## config.mk

```make
export PLATFORM = sky130hd
export DESIGN_NAME = usb_serial_baud_prescaler_calc_core
export DESIGN_NICKNAME = d
export VERILOG_FILES = /design/src/rtl/ubpc_pkg.sv /design/src/rtl/ubpc_div_stage.sv /design/src/rtl/ubpc_round.sv /design/src/rtl/usb_serial_baud_prescaler_calc_core.sv
export SDC_FILE = /design/constraint.sdc
export NUM_CORES = 2
export LEC_CHECK = 0
export BUFFER_PORTS_ARGS = -buffer_cell sky130_fd_sc_hd__buf_4
export CAP_MARGIN = 15
export CORE_MARGIN = 8
export CORE_UTILIZATION = 45
export CTS_BUF_LIST = sky130_fd_sc_hd__clkbuf_8 sky130_fd_sc_hd__clkbuf_16
export CTS_CLUSTER_DIAMETER = 50
export DETAILED_ROUTE_END_ITERATION = 8
export GPL_ROUTABILITY_DRIVEN = 0
export GPL_TIMING_DRIVEN = 1
export SLEW_MARGIN = 10
export SYNTH_ARGS = -nofsm -noshare
export SYNTH_HDL_FRONTEND = slang
export SYNTH_SLANG_ARGS = --single-unit
```

## constraint.sdc

```tcl
create_clock -name aclk -period 11.9 [get_ports aclk]
set_input_delay 1.785 -clock aclk [delete_from_list [all_inputs] [get_ports aclk]]
set_output_delay 1.785 -clock aclk [all_outputs]
set_load 0.005 [all_outputs]
```

## src/rtl/ubpc_pkg.sv

```systemverilog
// ---------------------------------------------------------------------------
// ubpc_pkg: shared types and constants for the baud prescaler calculator
// Holds the fixed rates, reference clocks, pipeline sizing and the
// restoring division step used by every divider stage.
// ---------------------------------------------------------------------------
package ubpc_pkg;

    localparam int unsigned BAUD_W   = 23;
    localparam int unsigned FACTOR_W = 8;
    localparam int unsigned SEL_W    = 3;

    localparam logic [BAUD_W-1:0]   FIXED_RATE_A = 23'd921600;
    localparam logic [FACTOR_W-1:0] FIXED_CODE_A = 8'hF3;
    localparam logic [BAUD_W-1:0]   FIXED_RATE_B = 23'd307200;
    localparam logic [FACTOR_W-1:0] FIXED_CODE_B = 8'hD9;
    localparam logic [SEL_W-1:0]    SEL_FIXED    = 3'd7;

    localparam int unsigned REF_CLK0 = 11719;
    localparam int unsigned REF_CLK1 = 93750;
    localparam int unsigned REF_CLK2 = 750000;
    localparam int unsigned REF_CLK3 = 6000000;
    localparam int unsigned QUOT_LIMIT = 255;

    localparam logic [BAUD_W-1:0] THRESH1 = 23'(REF_CLK1 / QUOT_LIMIT);
    localparam logic [BAUD_W-1:0] THRESH2 = 23'(REF_CLK2 / QUOT_LIMIT);
    localparam logic [BAUD_W-1:0] THRESH3 = 23'(REF_CLK3 / QUOT_LIMIT);

    localparam logic [SEL_W-1:0] SEL_REF0 = 3'd0;
    localparam logic [SEL_W-1:0] SEL_REF1 = 3'd1;
    localparam logic [SEL_W-1:0] SEL_REF2 = 3'd2;
    localparam logic [SEL_W-1:0] SEL_REF3 = 3'd3;

    localparam logic [FACTOR_W-1:0] QUOT_MAX = 8'd255;

    localparam int unsigned QA_STEPS        = 8;
    localparam int unsigned QB_STEPS        = 23;
    localparam int unsigned TOTAL_STEPS     = QA_STEPS + QB_STEPS;
    localparam int unsigned STEPS_PER_STAGE = 3;
    localparam int unsigned DIV_STAGES      =
        (TOTAL_STEPS + STEPS_PER_STAGE - 1) / STEPS_PER_STAGE;
    localparam int unsigned WIDE_W = 31;

    typedef struct packed {
        logic                done;
        logic                ovf;
        logic                invalid;
        logic [FACTOR_W-1:0] factor;
        logic [SEL_W-1:0]    sel;
        logic [BAUD_W-1:0]   baud;
        logic [BAUD_W-1:0]   rem_a;
        logic [FACTOR_W-1:0] qa;
        logic [BAUD_W-1:0]   rem_b;
        logic [BAUD_W-1:0]   rem_c;
        logic [BAUD_W-1:0]   qb;
        logic [BAUD_W-1:0]   qc;
    } item_t;

    function automatic item_t div_step(item_t it, int unsigned s);
        item_t             r;
        logic [WIDE_W-1:0] ta;
        logic [WIDE_W-1:0] tb;
        logic [WIDE_W-1:0] tc;
        int unsigned       i;
        r  = it;
        ta = '0;
        tb = '0;
        tc = '0;
        i  = 0;
        if (s < QA_STEPS) begin
            i  = QA_STEPS - 1 - s;
            ta = WIDE_W'(it.baud) << i;
            if (WIDE_W'(it.rem_a) >= ta) begin
                r.rem_a = it.rem_a - ta[BAUD_W-1:0];
                r.qa[i[2:0]] = 1'b1;
            end
        end else begin
            i  = TOTAL_STEPS - 1 - s;
            tb = WIDE_W'(it.qa) << i;
            tc = WIDE_W'({1'b0, it.qa} + 9'd1) << i;
            if (WIDE_W'(it.rem_b) >= tb) begin
                r.rem_b = it.rem_b - tb[BAUD_W-1:0];
                r.qb[i[4:0]] = 1'b1;
            end
            if (WIDE_W'(it.rem_c) >= tc) begin
                r.rem_c = it.rem_c - tc[BAUD_W-1:0];
                r.qc[i[4:0]] = 1'b1;
            end
        end
        return r;
    endfunction

endpackage

```

## src/rtl/ubpc_div_stage.sv

```systemverilog
// ---------------------------------------------------------------------------
// ubpc_div_stage: one register stage of the restoring dividers
// Applies a fixed slice of division steps and holds the request on stall.
// ---------------------------------------------------------------------------
module ubpc_div_stage #(
    parameter int unsigned STAGE_IDX = 0
) (
    input  logic           aclk,
    input  logic           aresetn,
    input  logic           in_valid,
    output logic           in_ready,
    input  ubpc_pkg::item_t in_item,
    output logic           out_valid,
    input  logic           out_ready,
    output ubpc_pkg::item_t out_item
);

    logic            valid_reg;
    ubpc_pkg::item_t item_reg;
    ubpc_pkg::item_t item_next;

    always_comb begin
        item_next = in_item;
        for (int unsigned k = 0; k < ubpc_pkg::STEPS_PER_STAGE; k++) begin
            if (STAGE_IDX * ubpc_pkg::STEPS_PER_STAGE + k < ubpc_pkg::TOTAL_STEPS) begin
                item_next = ubpc_pkg::div_step(item_next,
                    STAGE_IDX * ubpc_pkg::STEPS_PER_STAGE + k);
            end
        end
    end

    assign in_ready  = !valid_reg || out_ready;
    assign out_valid = valid_reg;
    assign out_item  = item_reg;

    always_ff @(posedge aclk) begin
        if (!aresetn) begin
            valid_reg <= 1'b0;
        end else if (in_ready) begin
            valid_reg <= in_valid;
        end
    end

    always_ff @(posedge aclk) begin
        if (in_ready && in_valid) begin
            item_reg <= item_next;
        end
    end

endmodule

```

## src/rtl/ubpc_round.sv

```systemverilog
// ---------------------------------------------------------------------------
// ubpc_round: final rounding and result register
// Picks the nearer quotient, forms the reload byte and flags bad rates.
// ---------------------------------------------------------------------------
module ubpc_round (
    input  logic                            aclk,
    input  logic                            aresetn,
    input  logic                            in_valid,
    output logic                            in_ready,
    input  ubpc_pkg::item_t                 in_item,
    output logic                            m_valid,
    input  logic                            m_ready,
    output logic [ubpc_pkg::FACTOR_W-1:0]   m_factor,
    output logic [ubpc_pkg::SEL_W-1:0]      m_prescale_select,
    output logic                            m_invalid
);

    logic                          valid_reg;
    logic [ubpc_pkg::FACTOR_W-1:0] factor_reg;
    logic [ubpc_pkg::FACTOR_W-1:0] factor_next;
    logic [ubpc_pkg::SEL_W-1:0]    sel_reg;
    logic [ubpc_pkg::SEL_W-1:0]    sel_next;
    logic                          invalid_reg;
    logic                          invalid_next;
    logic [ubpc_pkg::BAUD_W-1:0]   above;
    logic [ubpc_pkg::BAUD_W-1:0]   below;
    logic [ubpc_pkg::FACTOR_W-1:0] q_round;

    always_comb begin
        above   = in_item.qb - in_item.baud;
        below   = in_item.baud - in_item.qc;
        q_round = in_item.qa + ubpc_pkg::FACTOR_W'(above > below);
        if (in_item.done) begin
            factor_next  = in_item.factor;
            sel_next     = in_item.sel;
            invalid_next = in_item.invalid;
        end else if (in_item.ovf || in_item.qa == '0 || in_item.qa == ubpc_pkg::QUOT_MAX) begin
            factor_next  = '0;
            sel_next     = '0;
            invalid_next = 1'b1;
        end else begin
            factor_next  = ubpc_pkg::FACTOR_W'(0) - q_round;
            sel_next     = in_item.sel;
            invalid_next = 1'b0;
        end
    end

    assign in_ready          = !valid_reg || m_ready;
    assign m_valid           = valid_reg;
    assign m_factor          = factor_reg;
    assign m_prescale_select = sel_reg;
    assign m_invalid         = invalid_reg;

    always_ff @(posedge aclk) begin
        if (!aresetn) begin
            valid_reg <= 1'b0;
        end else if (in_ready) begin
            valid_reg <= in_valid;
        end
    end

    always_ff @(posedge aclk) begin
        if (in_ready && in_valid) begin
            factor_reg  <= factor_next;
            sel_reg     <= sel_next;
            invalid_reg <= invalid_next;
        end
    end

endmodule

```

## src/rtl/usb_serial_baud_prescaler_calc_core.sv

```systemverilog
// ---------------------------------------------------------------------------
// usb_serial_baud_prescaler_calc_core: baud rate to prescaler settings
// Turns a requested line rate into a reload byte and reference selector.
// ---------------------------------------------------------------------------
// Usage:
//   Present a rate on s_baud_request with s_valid; it is taken when s_ready
//   is high. One result per request appears on m_factor, m_prescale_select
//   and m_invalid with m_valid, taken when m_ready is high.
//   The pipeline has one decode stage that picks the reference clock,
//   eleven divider stages (up to three restoring steps each: eight for the
//   quotient, then 23 for the two reciprocal quotients used in rounding)
//   and one rounding stage.
//   Throughput is one request per cycle while m_ready is high; the divider
//   stages are fully pipelined and no request depends on another.
//   Reset clears all stage valid bits; no request is in flight after it.
//   When the receiver stalls, each stage holds its request and the stall
//   propagates back stage by stage to s_ready; nothing is lost or repeated.
// ---------------------------------------------------------------------------
module usb_serial_baud_prescaler_calc_core (
    input  logic                            aclk,
    input  logic                            aresetn,
    input  logic                            s_valid,
    output logic                            s_ready,
    input  logic [ubpc_pkg::BAUD_W-1:0]     s_baud_request,
    output logic                            m_valid,
    input  logic                            m_ready,
    output logic [ubpc_pkg::FACTOR_W-1:0]   m_factor,
    output logic [ubpc_pkg::SEL_W-1:0]      m_prescale_select,
    output logic                            m_invalid
);

    localparam int unsigned NS = ubpc_pkg::DIV_STAGES;

    logic                        dec_valid_reg;
    ubpc_pkg::item_t             dec_item_reg;
    ubpc_pkg::item_t             dec_next;
    logic [ubpc_pkg::BAUD_W-1:0] clk_sel;

    logic            st_valid [NS+1];
    logic            st_ready [NS+1];
    ubpc_pkg::item_t st_item  [NS+1];

    always_comb begin
        dec_next      = '0;
        dec_next.baud = s_baud_request;
        if (s_baud_request > ubpc_pkg::THRESH3) begin
            dec_next.sel = ubpc_pkg::SEL_REF3;
            clk_sel      = ubpc_pkg::BAUD_W'(ubpc_pkg::REF_CLK3);
        end else if (s_baud_request > ubpc_pkg::THRESH2) begin
            dec_next.sel = ubpc_pkg::SEL_REF2;
            clk_sel      = ubpc_pkg::BAUD_W'(ubpc_pkg::REF_CLK2);
        end else if (s_baud_request > ubpc_pkg::THRESH1) begin
            dec_next.sel = ubpc_pkg::SEL_REF1;
            clk_sel      = ubpc_pkg::BAUD_W'(ubpc_pkg::REF_CLK1);
        end else begin
            dec_next.sel = ubpc_pkg::SEL_REF0;
            clk_sel      = ubpc_pkg::BAUD_W'(ubpc_pkg::REF_CLK0);
        end
        dec_next.rem_a = clk_sel;
        dec_next.rem_b = clk_sel;
        dec_next.rem_c = clk_sel;
        dec_next.ovf   = ubpc_pkg::WIDE_W'(clk_sel) >= {s_baud_request, 8'd0};
        if (s_baud_request == ubpc_pkg::FIXED_RATE_A) begin
            dec_next.done   = 1'b1;
            dec_next.factor = ubpc_pkg::FIXED_CODE_A;
            dec_next.sel    = ubpc_pkg::SEL_FIXED;
        end else if (s_baud_request == ubpc_pkg::FIXED_RATE_B) begin
            dec_next.done   = 1'b1;
            dec_next.factor = ubpc_pkg::FIXED_CODE_B;
            dec_next.sel    = ubpc_pkg::SEL_FIXED;
        end else if (s_baud_request == '0) begin
            dec_next.done    = 1'b1;
            dec_next.invalid = 1'b1;
            dec_next.sel     = '0;
        end
    end

    assign s_ready     = !dec_valid_reg || st_ready[0];
    assign st_valid[0] = dec_valid_reg;
    assign st_item[0]  = dec_item_reg;

    always_ff @(posedge aclk) begin
        if (!aresetn) begin
            dec_valid_reg <= 1'b0;
        end else if (s_ready) begin
            dec_valid_reg <= s_valid;
        end
    end

    always_ff @(posedge aclk) begin
        if (s_ready && s_valid) begin
            dec_item_reg <= dec_next;
        end
    end

    for (genvar g = 0; g < NS; g++) begin : g_div
        ubpc_div_stage #(
            .STAGE_IDX(g)
        ) u_stage (
            .aclk      (aclk),
            .aresetn   (aresetn),
            .in_valid  (st_valid[g]),
            .in_ready  (st_ready[g]),
            .in_item   (st_item[g]),
            .out_valid (st_valid[g+1]),
            .out_ready (st_ready[g+1]),
            .out_item  (st_item[g+1])
        );
    end

    ubpc_round u_round (
        .aclk              (aclk),
        .aresetn           (aresetn),
        .in_valid          (st_valid[NS]),
        .in_ready          (st_ready[NS]),
        .in_item           (st_item[NS]),
        .m_valid           (m_valid),
        .m_ready           (m_ready),
        .m_factor          (m_factor),
        .m_prescale_select (m_prescale_select),
        .m_invalid         (m_invalid)
    );

endmodule

```

==> out/qor.yml <==
clock_network:
  hold_buffers: 0
  cts_tree: "done"
  cts_buffers: 113
  insertion_delay_ns: 0.74
  cts.clk_slew.worst_paths_ns: 0.06
  clock-sinks: 1025
  cts_root_buf: "clkbuf_16"
  htreeDepth: 3
  clk_path_buf_depth: 3
grt:
  grt_pass1_vias: 42561
  grt_max_degree: 76
  grt_pass1_wl_mm: 230
  grt-ovfl-total: 0
  antenna_found_initial: 0
  grt_use_total_pct: 18.0
placement:
  io_buffers: 40
  placedCellCount: 7858
  placed_area_sq_um: 67300
  hpwl_mm: 114
  dp_slack_ns: 0.750
power_and_ir_drop:
  p_int_mw: 6.01
  seq_power_share_pct: 51.3
  net-switching-power_mw: 1.75
  swShare_pct: 22.5
  power_leakage_nw: 27.0
  power_frac_comb_pct: 5.9
  power_mw: 7.76
  peakVddDrop_v: 0.000126
  power_density_nw_per_um2: 109
  power_frac_clock_pct: 42.8
worst_setup_path:
  crit_fanout: 22
  crit_family: "compound AO/OA/AOI/OAI gates"
  crit_buf_inv: 2
  worstSetupPathType: "reg -> reg"
  cp_slowest_cell: "o311ai_0"
  worstPathRequired_ns: 12.36
  reg2reg_from: "g_div[0].u_stage.out_item[124]$_DFFE_PP_"
  worstSetupStartpointType: "flip-flop"
  cp-startpoint: "g_div[0].u_stage.out_item[124]$_DFFE_PP_"
  crit_top_cell: "o21ai_0"
  end_kind: "flip-flop"
  max_stage_delay_ns: 0.78
  cp_data_arrival_time_ns: 11.42
layout:
  finalNonFillerCells: 8070
  largest_reg_flops: 957
  finalInstanceArea_sq_um: 71000
  finalNetCount: 6716
  fill_cells: 12794
  drive_above_1_share_pct: 8.04
  fin_util_pct: 49.7
  num_antenna_cells: 0
  area_growth_pct: 10.1
sta:
  hold_viol_final: 0
  holdWs_ns: 0.395
  post-route-period-util_pct: 92.2
  setup_ws_ns: 0.934
  rsz0062_at_grt: "no"
  tns_ns: 0
  achievable-frequency_mhz: 91.2
  max_slew_margin_pct: 23.9
  finalSetupViolCount: 0
  slew_viol_final: 0
  skew_ns: 0.0767
  min_period_ns: 10.97
  worstMarginPinSlew_ns: 1.14
yosys:
  yosysTopAreaCellShare_pct: 47.1
  synth_enable_flop_cells: 1012
  synth_fp_nets: 6600
  ys_async_sr_fraction_pct: 0
  synth_area_sq_um: 64500
  synth.area.top_cells: "edfxtp_1 (47%), ha_1 (11%), xnor2_1 (4.6%), a21oi_1 (3.1%), inv_1 (2.9%)"
  synthCells: 5955
  synth_top_area_cell: "edfxtp_1"
  yosysSeqAreaShare_pct: 47.5
  yosysWarnings: 0
  synth_cell_type_count: 116
  ys_ff_latch: 1025
  ys.flop_type: "edfxtp_1"
  syn_area_per_cell_sq_um: 10.8
die:
  die_h_um: 395
  start_util_pct: 45.1
  die_w_um: 395
  fp-row-count: 139
  ios: 41
  core_region_area_sq_um: 143000
  dieArea_sq_um: 156000
detailed_routing:
  drt-initial-drc-count: 2848
  wl_per_cell_um: 18.0
  post-route-drc-count: 0
  routed_via_density: 5.51
  num_vias: 44442
  wl_mm: 145
  ant_nets: 0
  drt_first_pass_iters: 6
run_status:
  status: "completed"
hold_path:
  hp-start: "g_div[7].u_stage.out_item[45]$_DFFE_PP_"
  hold_class: "reg -> reg"
job:
  cap_violations: 0
[area by class of cell]
type | instances | area [sq um] | area share (%)
Clock buffer | 121 | 2940 | 4.14
Clock inverter | 90 | 776 | 1.09
Inverter | 515 | 1940 | 2.73
Multi-Input combinational cell | 4336 | 31700 | 44.7
Sequential cell | 1025 | 30600 | 43.2
Tap cell | 1903 | 2380 | 3.35
Timing Repair Buffer | 80 | 601 | 0.846
[cells in the final DEF, fill, tap and decap left out, types with 61 or more instances in the layout]
master,instances
a21o_1,159
a21oi_1,393
buf_4,80
clkbuf_16,113
edfxtp_1,1012
ha_1,570
inv_1,528
mux2_2,142
nand2_1,424
nand2b_1,74
nand3_1,122
nand4_1,100
nor2_1,373
nor2b_1,91
nor3_1,139
nor4_1,61
o21a_1,68
o21ai_0,374
o21bai_1,63
xnor2_1,342
xor2_1,129
[power by group through the flow]
stage,Combinational [mW],Sequential [mW],Clock [mW]
2_1_floorplan,0.347,4.05,0
3_3_place_gp,0.446,4.05,0
3_5_place_dp,0.452,4.05,0
4_1_cts,0.455,3.98,3.42
5_1_grt,0.512,3.98,3.55
6_report,0.458,3.98,3.32
[final timing paths]
| path | slack (ns) | to | depth (start not counted) |
|---|---|---|---|
| max | 0.93 | g_div[1].u_stage.out_item[114]$_DFFE_PP_ | 43 |
| min | 0.39 | g_div[8].u_stage.out_item[45]$_DFFE_PP_ | 0 |
| max reg2reg | 0.93 | g_div[1].u_stage.out_item[114]$_DFFE_PP_ | 43 |
| min reg2reg | 0.39 | g_div[8].u_stage.out_item[45]$_DFFE_PP_ | 0 |
[repair_timing]
item | in CTS | in global routing
setup buffers | 0 | 1
endpoints found under the setup margin | 0 | 36
gates resized for setup | 0 | 5
[Yosys cell counts, types with 11 or more instances]
cell type and number:
xor2_1 129, a211oi_1 20, nand2_1 424, o41ai_1 11
o21a_1 68, nor2b_1 97, dfxtp_1 13, mux2_2 142
and2_1 35, and3_1 32, nand2b_1 74, a211o_1 11
nor2_1 373, or2_2 29, inv_1 504, o21ai_1 16
o31a_1 11, fa_1 48, a31oi_1 28, clkbuf_1 59
o2111ai_1 11, a2111oi_0 13, edfxtp_1 1012, nor4_1 62
nand4b_1 25, a21oi_1 394, o21bai_1 63, and4_1 12
a21o_1 159, o31ai_1 57, or3_1 41, o21ai_0 375
nor3_1 140, xnor2_1 342, a21boi_0 51, mux2i_1 39
ha_1 570, nand3_1 122, or4_1 22, nand4_1 100
[cells by family after synthesis]
logic type	share of synthesized area, %
AND/OR/NAND/NOR	13.0
adder cells (fa/ha/maj)	12.6
flip-flops	47.5
XOR/XNOR	6.47
buffers and inverters	3.51
multiplexers	3.13
AO/OA/AOI/OAI	13.8
[layer usage]
metal	global-route usage (%)	vias up	share of wire, %	routed length (um)
li1	-	22255	-	-
met1	25.5	21138	48	70000
met2	29.4	875	46	66100
met3	2.07	174	4.1	6010
met4	4.50	0	2.0	2920
met5	0	-	0	0
Note: power is estimated with default switching activity, not from simulation.
